==> src/hdl/setq_pkg.sv <==
// shared constants, types and helpers of the sorted event timer queue
`timescale 1ns / 1ps
package setq_pkg;

	localparam int SLOTS_DEF    = 128;
	localparam int TAG_BITS_DEF = 16;
	localparam int TIME_W       = 32;
	localparam int WAIT_W       = 31;
	localparam int WRAP_W       = 20;
	localparam int DELAY_W      = 20;
	localparam int CMD_W        = 2;
	localparam int STATUS_W     = 3;
	localparam int GRP_W        = 16;
	localparam logic [WRAP_W-1:0] WRAP_RESET = WRAP_W'(10000);

	// request commands
	localparam logic [CMD_W-1:0] CMD_INSERT = 2'd0;
	localparam logic [CMD_W-1:0] CMD_POP    = 2'd1;
	localparam logic [CMD_W-1:0] CMD_CLEAR  = 2'd2;
	localparam logic [CMD_W-1:0] CMD_REBASE = 2'd3;

	// result status codes
	localparam logic [STATUS_W-1:0] ST_INSERTED = 3'd0;
	localparam logic [STATUS_W-1:0] ST_POPPED   = 3'd1;
	localparam logic [STATUS_W-1:0] ST_EMPTY    = 3'd2;
	localparam logic [STATUS_W-1:0] ST_FULL     = 3'd3;
	localparam logic [STATUS_W-1:0] ST_CLEARED  = 3'd4;

	// broadcast operations to the cell row
	localparam logic [1:0] OP_NONE  = 2'd0;
	localparam logic [1:0] OP_SHIFT = 2'd1;
	localparam logic [1:0] OP_CLEAR = 2'd2;
	localparam logic [1:0] OP_SUB   = 2'd3;

	typedef struct packed {
		logic [1:0]        op;
		logic [WRAP_W-1:0] sub;
	} ctrl_t;

	// signed order of due times
	function automatic logic time_less(input logic [TIME_W-1:0] a, input logic [TIME_W-1:0] b);
		time_less = $signed(a) < $signed(b);
	endfunction

endpackage

==> src/hdl/setq_cell.sv <==
// one list position of the sorted event row, with its insert ripple stage
`timescale 1ns / 1ps
module setq_cell #(
	parameter int  TAG_BITS = setq_pkg::TAG_BITS_DEF,
	parameter int  SLOT_W   = 7,
	parameter bit  IS_HEAD  = 1'b0
) (
	input  logic                  clk,
	input  logic                  arst_n,
	input  setq_pkg::ctrl_t       ctrl,
	input  logic [setq_pkg::TIME_W+TAG_BITS+SLOT_W:0]   nb_ent,
	input  logic [setq_pkg::TIME_W+TAG_BITS+SLOT_W+1:0] carry_in,
	output logic [setq_pkg::TIME_W+TAG_BITS+SLOT_W:0]   ent,
	output logic [setq_pkg::TIME_W+TAG_BITS+SLOT_W+1:0] carry_out
);

	typedef struct packed {
		logic                       v;
		logic [setq_pkg::TIME_W-1:0] tm;
		logic [TAG_BITS-1:0]        tg;
		logic [SLOT_W-1:0]          sl;
	} ent_t;

	typedef struct packed {
		logic                       v;
		logic                       placed;
		logic [setq_pkg::TIME_W-1:0] tm;
		logic [TAG_BITS-1:0]        tg;
		logic [SLOT_W-1:0]          sl;
	} carry_t;

	ent_t   ent_q;
	carry_t carry_q;
	carry_t cin;
	ent_t   nb;
	logic   take;

	assign cin       = carry_t'(carry_in);
	assign nb        = ent_t'(nb_ent);
	assign ent       = ent_q;
	assign carry_out = carry_q;

	// the head goes after an equal time, later positions go before one
	always_comb begin
		if (IS_HEAD) begin
			take = !ent_q.v || setq_pkg::time_less(cin.tm, ent_q.tm);
		end else begin
			take = !ent_q.v || !setq_pkg::time_less(ent_q.tm, cin.tm);
		end
	end

	always_ff @(posedge clk or negedge arst_n) begin
		if (!arst_n) begin
			ent_q.v   <= 1'b0;
			carry_q.v <= 1'b0;
		end else begin
			case (ctrl.op)
				setq_pkg::OP_CLEAR: begin
					ent_q.v   <= 1'b0;
					carry_q.v <= 1'b0;
				end
				setq_pkg::OP_SHIFT: begin
					ent_q     <= nb;
					carry_q.v <= 1'b0;
				end
				setq_pkg::OP_SUB: begin
					ent_q.tm  <= ent_q.tm - setq_pkg::TIME_W'(ctrl.sub);
					carry_q.v <= 1'b0;
				end
				default: begin
					if (cin.v && (cin.placed || take)) begin
						ent_q          <= '{v: 1'b1, tm: cin.tm, tg: cin.tg, sl: cin.sl};
						carry_q.v      <= ent_q.v;
						carry_q.placed <= 1'b1;
						carry_q.tm     <= ent_q.tm;
						carry_q.tg     <= ent_q.tg;
						carry_q.sl     <= ent_q.sl;
					end else if (cin.v) begin
						carry_q <= cin;
					end else begin
						carry_q.v <= 1'b0;
					end
				end
			endcase
		end
	end

endmodule

==> config.mk <==
export PLATFORM = sky130hd
export DESIGN_NAME = setq_cell
export DESIGN_NICKNAME = d
export VERILOG_FILES = /design/src/hdl/setq_pkg.sv /design/src/hdl/setq_cell.sv
export SDC_FILE = /design/constraint.sdc
export NUM_CORES = 1
export LEC_CHECK = 0
export BUFFER_PORTS_ARGS = -buffer_cell sky130_fd_sc_hd__buf_2
export CAP_MARGIN = 20
export CORE_ASPECT_RATIO = 0.75
export CORE_MARGIN = 2
export CORE_UTILIZATION = 51
export DETAILED_ROUTE_END_ITERATION = 12
export PLACE_DENSITY_LB_ADDON = 0.15
export SYNTH_ARGS = -nofsm -noshare
export SYNTH_HDL_FRONTEND = slang
export SYNTH_SLANG_ARGS = --single-unit
==> constraint.sdc <==
create_clock -name clk -period 6.04 [get_ports clk]
set_clock_uncertainty 0.15 [all_clocks]
set_input_delay 1.208 -clock clk [delete_from_list [all_inputs] [get_ports clk]]
set_output_delay 1.208 -clock clk [all_outputs]
set_load 0.01 [all_outputs]
==> metrics.md, run 1 <==
| Metric | Value |
|---|---|
| Outcome | completed |
| Initial antenna violation count | 1 |
| Post-CTS resize count | 0 |
| Cell Pwr Density | approximately 260 nW/um^2 |
| Layout cells sized above 1 | 38.9% |
| Fin crit period | 4.00 ns |
| Worst hold path class | reg -> reg |
| Drt wl/cell | 18.8 um |
| DR vias | 6018 |
| Max rail drop VDD | roughly 0.23 mV |
| # diodes | 0 |
| Drt first pass iters | 5 |
| Yosys warns | 0 |
| Most frequent cells in the layout | buf_2 (249), edfxtp_1 (111), inv_1 (62) |
| Initial Util | 52.2% |
| Worst-Margin Slew | between 0.9 and 1 ns |
| Final Non-Filler Cells | 1060 |
| Core Region | ~14000 sq um |
| Port Buffers | 249 |
| Die width | 141 um |
| Seq/Total Area, Yosys | 47.1% |
| Seq pwr share | 39.2% |
| Routed WL | 20000 um |
| Pre-CTS setup slack | between 1.5 and 2 ns |
| Setup bufs post-CTS | 0 |
| Post-route clock period utilization | 66.2% |
| Final Hold Fails | 0 |
| TritonCTS sink count | 113 |
| Post-synthesis register bit count | ~110 |
| Final setup margin | a little over 2 ns |
| DR vias/cell | 5.68 |
| GR Overflow Total | 0 |
| GR peak layer | met2 |
| Tot GR Track Use | 26.4% |
| Syn avg cell area | 11.5 sq um |
| # DRC | 0 |
| EDFF count, synth | 111 |
| Sw frac | 28.1% |
| Layout Utilization | 66.6% |
| Final hold slack | 0.424 ns |
| DRT iter0 DRCs | 535 |
| Final Slew Violations | 0 |
| TritonCTS clock tree | done |
| Root buffer cell | clkbuf_16 |
| Post-CTS Hold Fix Bufs | 0 |
| Leak Pwr | 4.06 nW |
| Clock-pin slew on the worst setup and hold paths | ~0.05 ns |
| Worst setup SP type | primary input |
| Clock Latency Late Sink | 0.42 ns |
| Syn Nets | 814 |
| Mapped Area | just over 7000 sq um |
| Max-slew headroom | 33.4% |
| GR Util met3 | 5.67% |
| Placement Cell Area | 8590 sq um |
| Die area | 15100 sq um |
| P&R area growth vs syn | 27.6% |
| Cell-internal power | 1.74 mW |
| First-pass GRT wire length | between 30000 and 40000 um |
| Ys flop type | edfxtp_1 |
| Fin area | between 9000 and 10000 sq um |
| GR Util met1 | about a third |
| H-tree lvl count | 4 |
| Largest cells by area after synthesis | edfxtp_1 (46%), ha_1 (8.9%), mux2_2 (7.8%) |
| TNS Setup | 0 ns |
| Clk buf depth | 2 |
| Post-layout nets | 1062 |
| Post-synth top area share | about 46% |
| Logic gate share of total power | 20.5% |
| RePlAce Congestion | 0.929 |
| GR Layer Usage met2 | 43.7% |
| Row count | 37 |
| Crit Path Max Fanout | 40 |
| Max frequency | 250 MHz |
| Die H | 107 um |
| Setup-failing EPs final | 0 |
| Clock Power Share | 40.2% |
| RSZ-0062 raised after global routing | no |
| CP endpoint kind | flop |
| Psw | 0.679 mW |
| Worst Path Required | approximately 6 ns |
| Critical setup path kind | in -> reg |
| I/O pins | 250 |
| Hpwl dp | about 15000 um |
| Maxcap violations | 0 |
| Asr flop ratio synth | ~1.8% |
| Vias in the first global route | 6110 |
| Antenna-violating nets left | 0 |
| Synth unique cells | 66 |
| Leading area contributor after synthesis | edfxtp_1 |
| CTS Buf Count | 17 |
| Placed Instances | 1029 |
| Final total power | 2.42 mW |
| Most common cell after layout, fill and taps aside | buf_2 |
| Fillers | 1040 |
| Worst endpoint data arrival time | 4.09 ns |
| Cell count after synthesis | 625 |
| Largest net degree at the start of global routing | 57 |
==> state kept, by name (all words and copies together) (netlist names) <==
name	count
carry_out	57
ent	56
==> cell type report <==
cell class / count / area [sq um] / area share [%]
Sequential cell: 113 / 3380 / 36.9
Multi-Input combinational cell: 424 / 3460 / 37.8
Clock inverter: 14 / 140 / 1.53
Inverter: 62 / 233 / 2.54
Clock buffer: 17 / 425 / 4.65
Tap cell: 175 / 219 / 2.39
Timing Repair Buffer: 255 / 1290 / 14.1
==> critical path, stage by stage <==
cell      delay [ns]
buf_2           0.62
inv_1           0.69
nor2_4          0.96
buf_4           0.33
a221oi_1        0.10
o21ai_1         0.15
==> power by group through the flow <==
stage	combinational (mW)	sequential, mW	clock [mW]
floorplan	0.309	0.974	0
global placement	0.476	0.962	0
detailed placement	0.489	0.964	0
CTS	0.495	0.948	0.985
global route	0.547	0.954	1.02
finish	0.497	0.949	0.974
==> worst paths after layout <==
check	startpoint	end	slack (ns)	cells after the start
max in group asynchronous	arst_n	carry_out[56]$_DFF_PN0_	5.20	1
min in group asynchronous	arst_n	ent[55]$_DFFE_PN0P_	0.43	1
worst max register to register	ent[23]$_DFFE_PP_	ent[51]$_DFFE_PP_	2.56	11
worst min register to register	ent[12]$_DFFE_PP_	carry_out[12]$_DFFE_PP_	0.42	1
worst min-delay path	ent[12]$_DFFE_PP_	carry_out[12]$_DFFE_PP_	0.42	1
worst max-delay path	ctrl[20]	ent[51]$_DFFE_PP_	2.04	6
==> Yosys cell counts (9+ instances only) <==
| cell type | count |
|---|---|
| edfxtp_1 | 111 |
| inv_1 | 62 |
| ha_1 | 51 |
| mux2_2 | 50 |
| a21oi_1 | 49 |
| mux2_1 | 28 |
| o21ai_0 | 27 |
| nand2_1 | 26 |
| nor2_1 | 24 |
| clkbuf_1 | 18 |
| mux2i_1 | 17 |
| xnor2_1 | 16 |
| a21o_1 | 12 |
| a22oi_1 | 10 |
| o211ai_1 | 9 |
==> kinds of logic after synthesis <==
logic type | synth area share [%]
xor+xnor | 2.81
buf+inv | 5.18
flops | 47.1
fa+ha+maj | 9.17
compound gates | 13.7
mux | 14.6
simple gates | 7.44
==> routing by layer <==
layer  vias up  share of wire [%]
met2       270                 48
met3        27                7.0
li1       2861                  -
met5         -              0.060
met4         2                1.3
met1      2858                 43
(Power assumes the default switching activity.)
==> inputs of run 2 (changes only) <==
clock period = 4.1 ns   (was 6.04 ns; I/O delays follow)
==> run 2 against run 1 <==
  * Combinational power is 47% higher
  * Clock power grew 58%
  * Flip-flop and latch count stayed put
  * Via count increased by 1.2%
  * Wire length shrank 0.49%
  * Die area did not move
  * Total power grew 52%
==> metrics.md, run 2 (same netlist as run 1, synthesis figures left out) <==
| Metric | Value |
|---|---|
| Outcome | completed |
| GR Overflow Total | 0 (unchanged) |
| Antenna-violating nets left | 0 (unchanged) |
| Worst Path Required | 4.11 ns (-2.02 ns) |
| Hpwl dp | 14700 um (+1.5%) |
| Max reg flops | 57 (unchanged) |
| CP endpoint kind | flop |
| # DRC | 0 (unchanged) |
| Critical setup path kind | in -> reg |
| FF-to-FF End | carry_out[41]$_DFFE_PP_ |
| Worst path max stage delay | 0.40 ns (-0.56 ns) |
| Post-layout nets | 1070 (+0.75%) |
| Initial Util | 52.2% (unchanged) |
| Maxcap violations | 0 (unchanged) |
| CP Buf/Inv Count | 3 (unchanged) |
| Post-route clock period utilization | about 85% |
| Clk buf depth | 2 (unchanged) |
| FF-to-FF path depth | 9 (-2) |
| Max-slew headroom | 53.0% (+20 points) |
| Max frequency | ~290 MHz |
| DR vias | 6092 (+1.2%) |
| Worst hold path class | in -> async |
| Worst setup SP type | primary input |
| Clock-pin slew on the worst setup and hold paths | 0.05 ns (about the same) |
| First-pass GRT wire length | 30400 um (-1.8%) |
| Worst path top cell family by delay | compound AO/OA/AOI/OAI gates |
| Pre-CTS setup slack | 0.250 ns (-1.39 ns) |
| Core Region | 13700 sq um (unchanged) |
| Slowest cell on crit path | o311ai_1 |
| Most frequent cells in the layout | buf_2 (249), edfxtp_1 (111), inv_1 (62) |
| Max rail drop VDD | 0.372 mV (+64%) |
| Layout Utilization | 67.5% (+0.88 points) |
| Worst-Margin Slew | 0.705 ns (-0.292 ns) |
| Drt first pass iters | 5 (unchanged) |
| Die H | 107 um (unchanged) |
| Final setup margin | 0.600 ns (-1.44 ns) |
| FF-to-FF setup slack | 0.68 ns (-1.88 ns) |
| H-tree lvl count | 4 (unchanged) |
| Sw frac | 28.0% (-0.093 points) |
| Placement Cell Area | 8660 sq um (+0.84%) |
| Post-CTS Hold Fix Bufs | 0 (unchanged) |
| Die area | 15100 sq um (unchanged) |
| TritonCTS sink count | 113 (unchanged) |
| Die width | 141 um (unchanged) |
| Setup bufs post-CTS | 0 (unchanged) |
| R2R Path Start | ent[33]$_DFFE_PP_ |
| Routed WL | 19900 um (-0.49%) |
| Cell-internal power | 2.64 mW (+52%) |
| P&R area growth vs syn | 29.2% |
| Logic gate share of total power | 20.0% (-0.5 points) |
| Layout cells sized above 1 | 39.6% (+0.73 points) |
| Initial antenna violation count | 3 (+2) |
| RSZ-0062 raised after global routing | no |
| Setup-failing EPs final | 0 (unchanged) |
| RePlAce Congestion | 0.932 (+0.28%) |
| Clock Latency Late Sink | 0.42 ns (about the same) |
| DR vias/cell | 5.69 (+0.19%) |
| Final total power | 3.67 mW (+52%) |
| Fillers | 1091 (+4.9%) |
| TNS Setup | 0 ns (unchanged) |
| TritonCTS clock tree | done |
| Fin crit period | ~3.5 ns |
| Tot GR Track Use | 26.4% (-0.043 points) |
| Cell Chain, Critical Path | buf_2 -> inv_1 -> ha_1 -> and3_1 -> o21ai_0 -> nor4_1 -> o311ai_1 -> nand2_1 -> o21ai_4 -> buf_4 -> mux2_1 |
| Clock Power Share | 42.0% (+1.8 points) |
| Leak Pwr | 4.12 nW (+1.5%) |
| Crit Path Max Fanout | 21 (-48%) |
| Root buffer cell | clkbuf_16 |
| I/O pins | 250 (unchanged) |
| Largest net degree at the start of global routing | 36 (-37%) |
| Cell Pwr Density | 395 nW/um^2 (+50%) |
| Drt wl/cell | 18.6 um (-1.5%) |
| Post-CTS resize count | 0 (unchanged) |
| Fin area | 9280 sq um (+1.3%) |
| Port Buffers | 249 (unchanged) |
| Psw | 1.03 mW (+51%) |
| Worst endpoint data arrival time | 3.51 ns (-0.58 ns) |
| Final Hold Fails | 0 (unchanged) |
| DRT iter0 DRCs | 408 (-24%) |
| Vias in the first global route | 5994 (-1.9%) |
| Row count | 37 (unchanged) |
| Most common cell after layout, fill and taps aside | buf_2 |
| Seq pwr share | 38.1% (-1.1 points) |
| Final Slew Violations | 0 (unchanged) |
| CTS Buf Count | 17 (unchanged) |
## run 2: cell type report
cell class / instances / area, sq um / area share, %
clock buffers: 17 / 425 / 4.59
well taps: 175 / 219 / 2.36
diodes: 2 / 5.00 / 0.0539
multi-input cells: 424 / 3460 / 37.3
clock inverters: 15 / 184 / 1.98
repair buffers: 263 / 1360 / 14.7
inverters: 62 / 233 / 2.51
flip-flops and latches: 113 / 3380 / 36.5
## run 2: worst max-delay path by stage
stage / endpoint / start / slack (ns) / cells after the start
after floorplan: ent[0]$_DFFE_PP_ / carry_in[54] / 0.04 / 11
after global placement: carry_out[40]$_DFFE_PP_ / carry_in[33] / 0.36 / 11
after detailed placement: carry_out[33]$_DFFE_PP_ / carry_in[33] / 0.25 / 11
after CTS: carry_out[41]$_DFFE_PP_ / carry_in[33] / 0.69 / 11
after global routing: carry_out[53]$_DFFE_PP_ / carry_in[33] / 0.51 / 11
final: carry_out[41]$_DFFE_PP_ / carry_in[33] / 0.60 / 11
## run 2: per-layer routing
layer / up-vias / GRT usage (%) / wire [um]
li1: 2887 / - / -
met1: 2914 / 34.7 / 8620
met2: 268 / 43.2 / 9590
met3: 21 / 5.94 / 1350
met4: 2 / 9.50 / 312
met5: - / 0 / 13
## run 2: stage by stage
stage / hold WS [ns] / instances
5_1_grt: 0.0166 / 1071
4_1_cts: 0.0248 / 1069
3_3_place_gp: 0.405 / 1037
3_5_place_dp: 0.416 / 1037
2_1_floorplan: 0.374 / 625
6_report: 0.0393 / 1071
## run 2: power groups by stage
stage / sequential [mW] / combinational, mW / clock (mW)
finish: 1.40 / 0.732 / 1.54
global route: 1.40 / 0.805 / 1.61
CTS: 1.40 / 0.731 / 1.56
detailed placement: 1.42 / 0.723 / 0
global placement: 1.42 / 0.706 / 0
floorplan: 1.43 / 0.456 / 0
## run 2: worst register-to-register path, delay by kind of cell (launching register included)
family,cells,cell delay (ns)
AOI/OAI and AO/OA,3,0.94
muxes,1,0.38
adders and majority gates,1,0.35
DFF,1,0.45
buffers and inverters,1,0.37
and+or+nand+nor,3,0.53
==> inputs of run 3 (changes only) <==
HOLD_SLACK_MARGIN = 0.05   (was unset)
==> run 3 against run 2 <==
  * Via count is 0.20% higher
  * Total power hardly changed
  * Count of clock-buffer cells in the layout stayed put
  * Non-clock buffer count is 1 higher
  * Fmax is 0.25% higher
  * Combinational power hardly changed
  * Sequential share of layout area hardly changed
  * Critical endpoint unchanged
  * Largest cell class unchanged
  * Largest power group unchanged
  * Highest routed layer unchanged
==> metrics.md, run 3 (same netlist as run 1, synthesis figures left out) <==
| Metric | Value |
|---|---|
| Cell Chain, Critical Path | buf_2 -> inv_1 -> ha_1 -> and3_1 -> o21ai_0 -> nor4_1 -> o311ai_1 -> nand2_1 -> o21ai_4 -> buf_4 -> mux2_1 |
| Worst setup SP type | primary input |
| Final Slew Violations | 0 (unchanged) |
| Post-CTS resize count | 0 (unchanged) |
| Worst-Margin Slew | 0.708 ns (+0.00333 ns) |
| Largest net degree at the start of global routing | 36 (unchanged) |
| H-tree lvl count | 4 (unchanged) |
| Max rail drop VDD | 0.371 mV (-0.33%) |
| Post-layout nets | 1071 (+0.093%) |
| Max reg flops | 57 (unchanged) |
| TritonCTS sink count | 113 (unchanged) |
| Setup-failing EPs final | 0 (unchanged) |
| Crit Path Max Fanout | 21 (unchanged) |
| Drt wl/cell | 18.5 um (-0.27%) |
| Tot GR Track Use | 26.4% (unchanged) |
| Port Buffers | 249 (unchanged) |
| RePlAce Congestion | 0.932 (unchanged) |
| Die width | 141 um (unchanged) |
| GR Overflow Total | 0 (unchanged) |
| Layout cells sized above 1 | 39.6% (-0.044 points) |
| Initial Util | 52.2% (unchanged) |
| Clk buf depth | 2 (unchanged) |
| RSZ-0062 raised after global routing | no |
| Final setup margin | 0.609 ns (+0.00873 ns) |
| CTS Buf Count | 17 (unchanged) |
| Fin crit period | 3.49 ns (-0.00873 ns) |
| TNS Setup | 0 ns (unchanged) |
| Die area | 15100 sq um (unchanged) |
| Row count | 37 (unchanged) |
| Die H | 107 um (unchanged) |
| CP endpoint kind | flop |
| Clock Latency Late Sink | 0.42 ns (about the same) |
| Critical setup path kind | in -> reg |
| Initial antenna violation count | 3 (unchanged) |
| DR vias | 6104 (+0.20%) |
| Drt first pass iters | 6 (+1) |
| Hpwl dp | 14700 um (unchanged) |
| Antenna-violating nets left | 0 (unchanged) |
| Outcome | completed |
| Final total power | 3.67 mW (about the same) |
| Core Region | 13700 sq um (unchanged) |
| Clock-pin slew on the worst setup and hold paths | 0.06 ns (about the same) |
| Most frequent cells in the layout | buf_2 (249), edfxtp_1 (111), inv_1 (62) |
| Max-slew headroom | 52.7% (-0.22 points) |
| Worst hold path class | reg -> reg |
| Vias in the first global route | 6000 (+0.10%) |
| Max frequency | 286 MHz (+0.25%) |
| Cell Pwr Density | 395 nW/um^2 (-0.16%) |
| Routed WL | 19800 um (-0.18%) |
| Most common cell after layout, fill and taps aside | buf_2 |
| Worst Path Required | 4.11 ns (about the same) |
| DRT iter0 DRCs | 444 (+8.8%) |
| P&R area growth vs syn | 29.4% |
| I/O pins | 250 (unchanged) |
| Worst endpoint data arrival time | 3.50 ns (about the same) |
| # DRC | 0 (unchanged) |
| Post-route clock period utilization | 85.2% (-0.21 points) |
| First-pass GRT wire length | 30400 um (about the same) |
| Maxcap violations | 0 (unchanged) |
| TritonCTS clock tree | done |
| Final Hold Fails | 0 (unchanged) |
| Leak Pwr | 4.13 nW (+0.10%) |
| Root buffer cell | clkbuf_16 |
| DR vias/cell | 5.69 (+0.10%) |
| Slowest cell on crit path | o311ai_1 |
| Worst path max stage delay | 0.39 ns (about the same) |
| Pre-CTS setup slack | 0.250 ns (unchanged) |
-- run 3: changes by cell type in the layout (fill, tap and decap cells not counted) --
cell,delta
dlygate4sd3_1,+1
-- run 3: worst max-delay path: cells and delay by family --
family | cells | cell delay, ns
AOI/OAI and AO/OA | 3 | 0.92
adders and majority gates | 1 | 0.33
buffers and inverters | 3 | 0.51
muxes | 1 | 0.37
and+or+nand+nor | 3 | 0.54
-- run 3: layer usage --
layer	routed length [um]	global-route usage [%]	share of wire, %
met1	8570	34.7	43
met2	9630	43.2	49
met3	1320	5.94	6.7
met4	310	9.50	1.6
met5	13	0	0.066
-- run 3: through the flow --
step,std cells,cell area [sq um],util [%],hold WS [ns]
detailed placement,1037,8660,63.0,0.416
finish,1072,9290,67.5,0.429
CTS,1070,9280,67.5,0.430
floorplan,625,7190,-,0.374
global placement,1037,8660,63.0,0.405
global route,1072,9290,67.5,0.446
-- run 3: area by class of cell --
class / count / area, sq um
Timing Repair Buffer: 264 / 1370
Tap cell: 175 / 219
Antenna cell: 2 / 5.00
Clock buffer: 17 / 425
Multi-Input combinational cell: 424 / 3460
Sequential cell: 113 / 3380
Inverter: 62 / 233
Clock inverter: 15 / 184
Fill cell: 1089 / 4460
-- run 3: worst paths after layout --
kind | from | endpoint | slack, ns | cells after the start
setup / recovery | carry_in[33] | carry_out[41]$_DFFE_PP_ | 0.61 | 11
hold / removal | ent[19]$_DFFE_PP_ | carry_out[19]$_DFFE_PP_ | 0.43 | 1
setup reg to reg | ent[33]$_DFFE_PP_ | carry_out[41]$_DFFE_PP_ | 0.68 | 9
hold reg to reg | ent[19]$_DFFE_PP_ | carry_out[19]$_DFFE_PP_ | 0.43 | 1
max in group asynchronous | arst_n | ent[55]$_DFFE_PN0P_ | 3.09 | 2
min in group asynchronous | arst_n | carry_out[56]$_DFF_PN0_ | 0.60 | 2
-- run 3: repair_timing --
item / CTS / global route
hold buffers: 1 / 0
endpoints found under the hold margin: 2 / 0
buffers inserted: 0 / 0
-- run 3: power by group --
part / internal [mW] / leakage, nW / switching (mW)
Sequential: 1.35 / 1.05 / 0.0483
Combinational: 0.335 / 2.78 / 0.397
Clock: 0.959 / 0.290 / 0.578
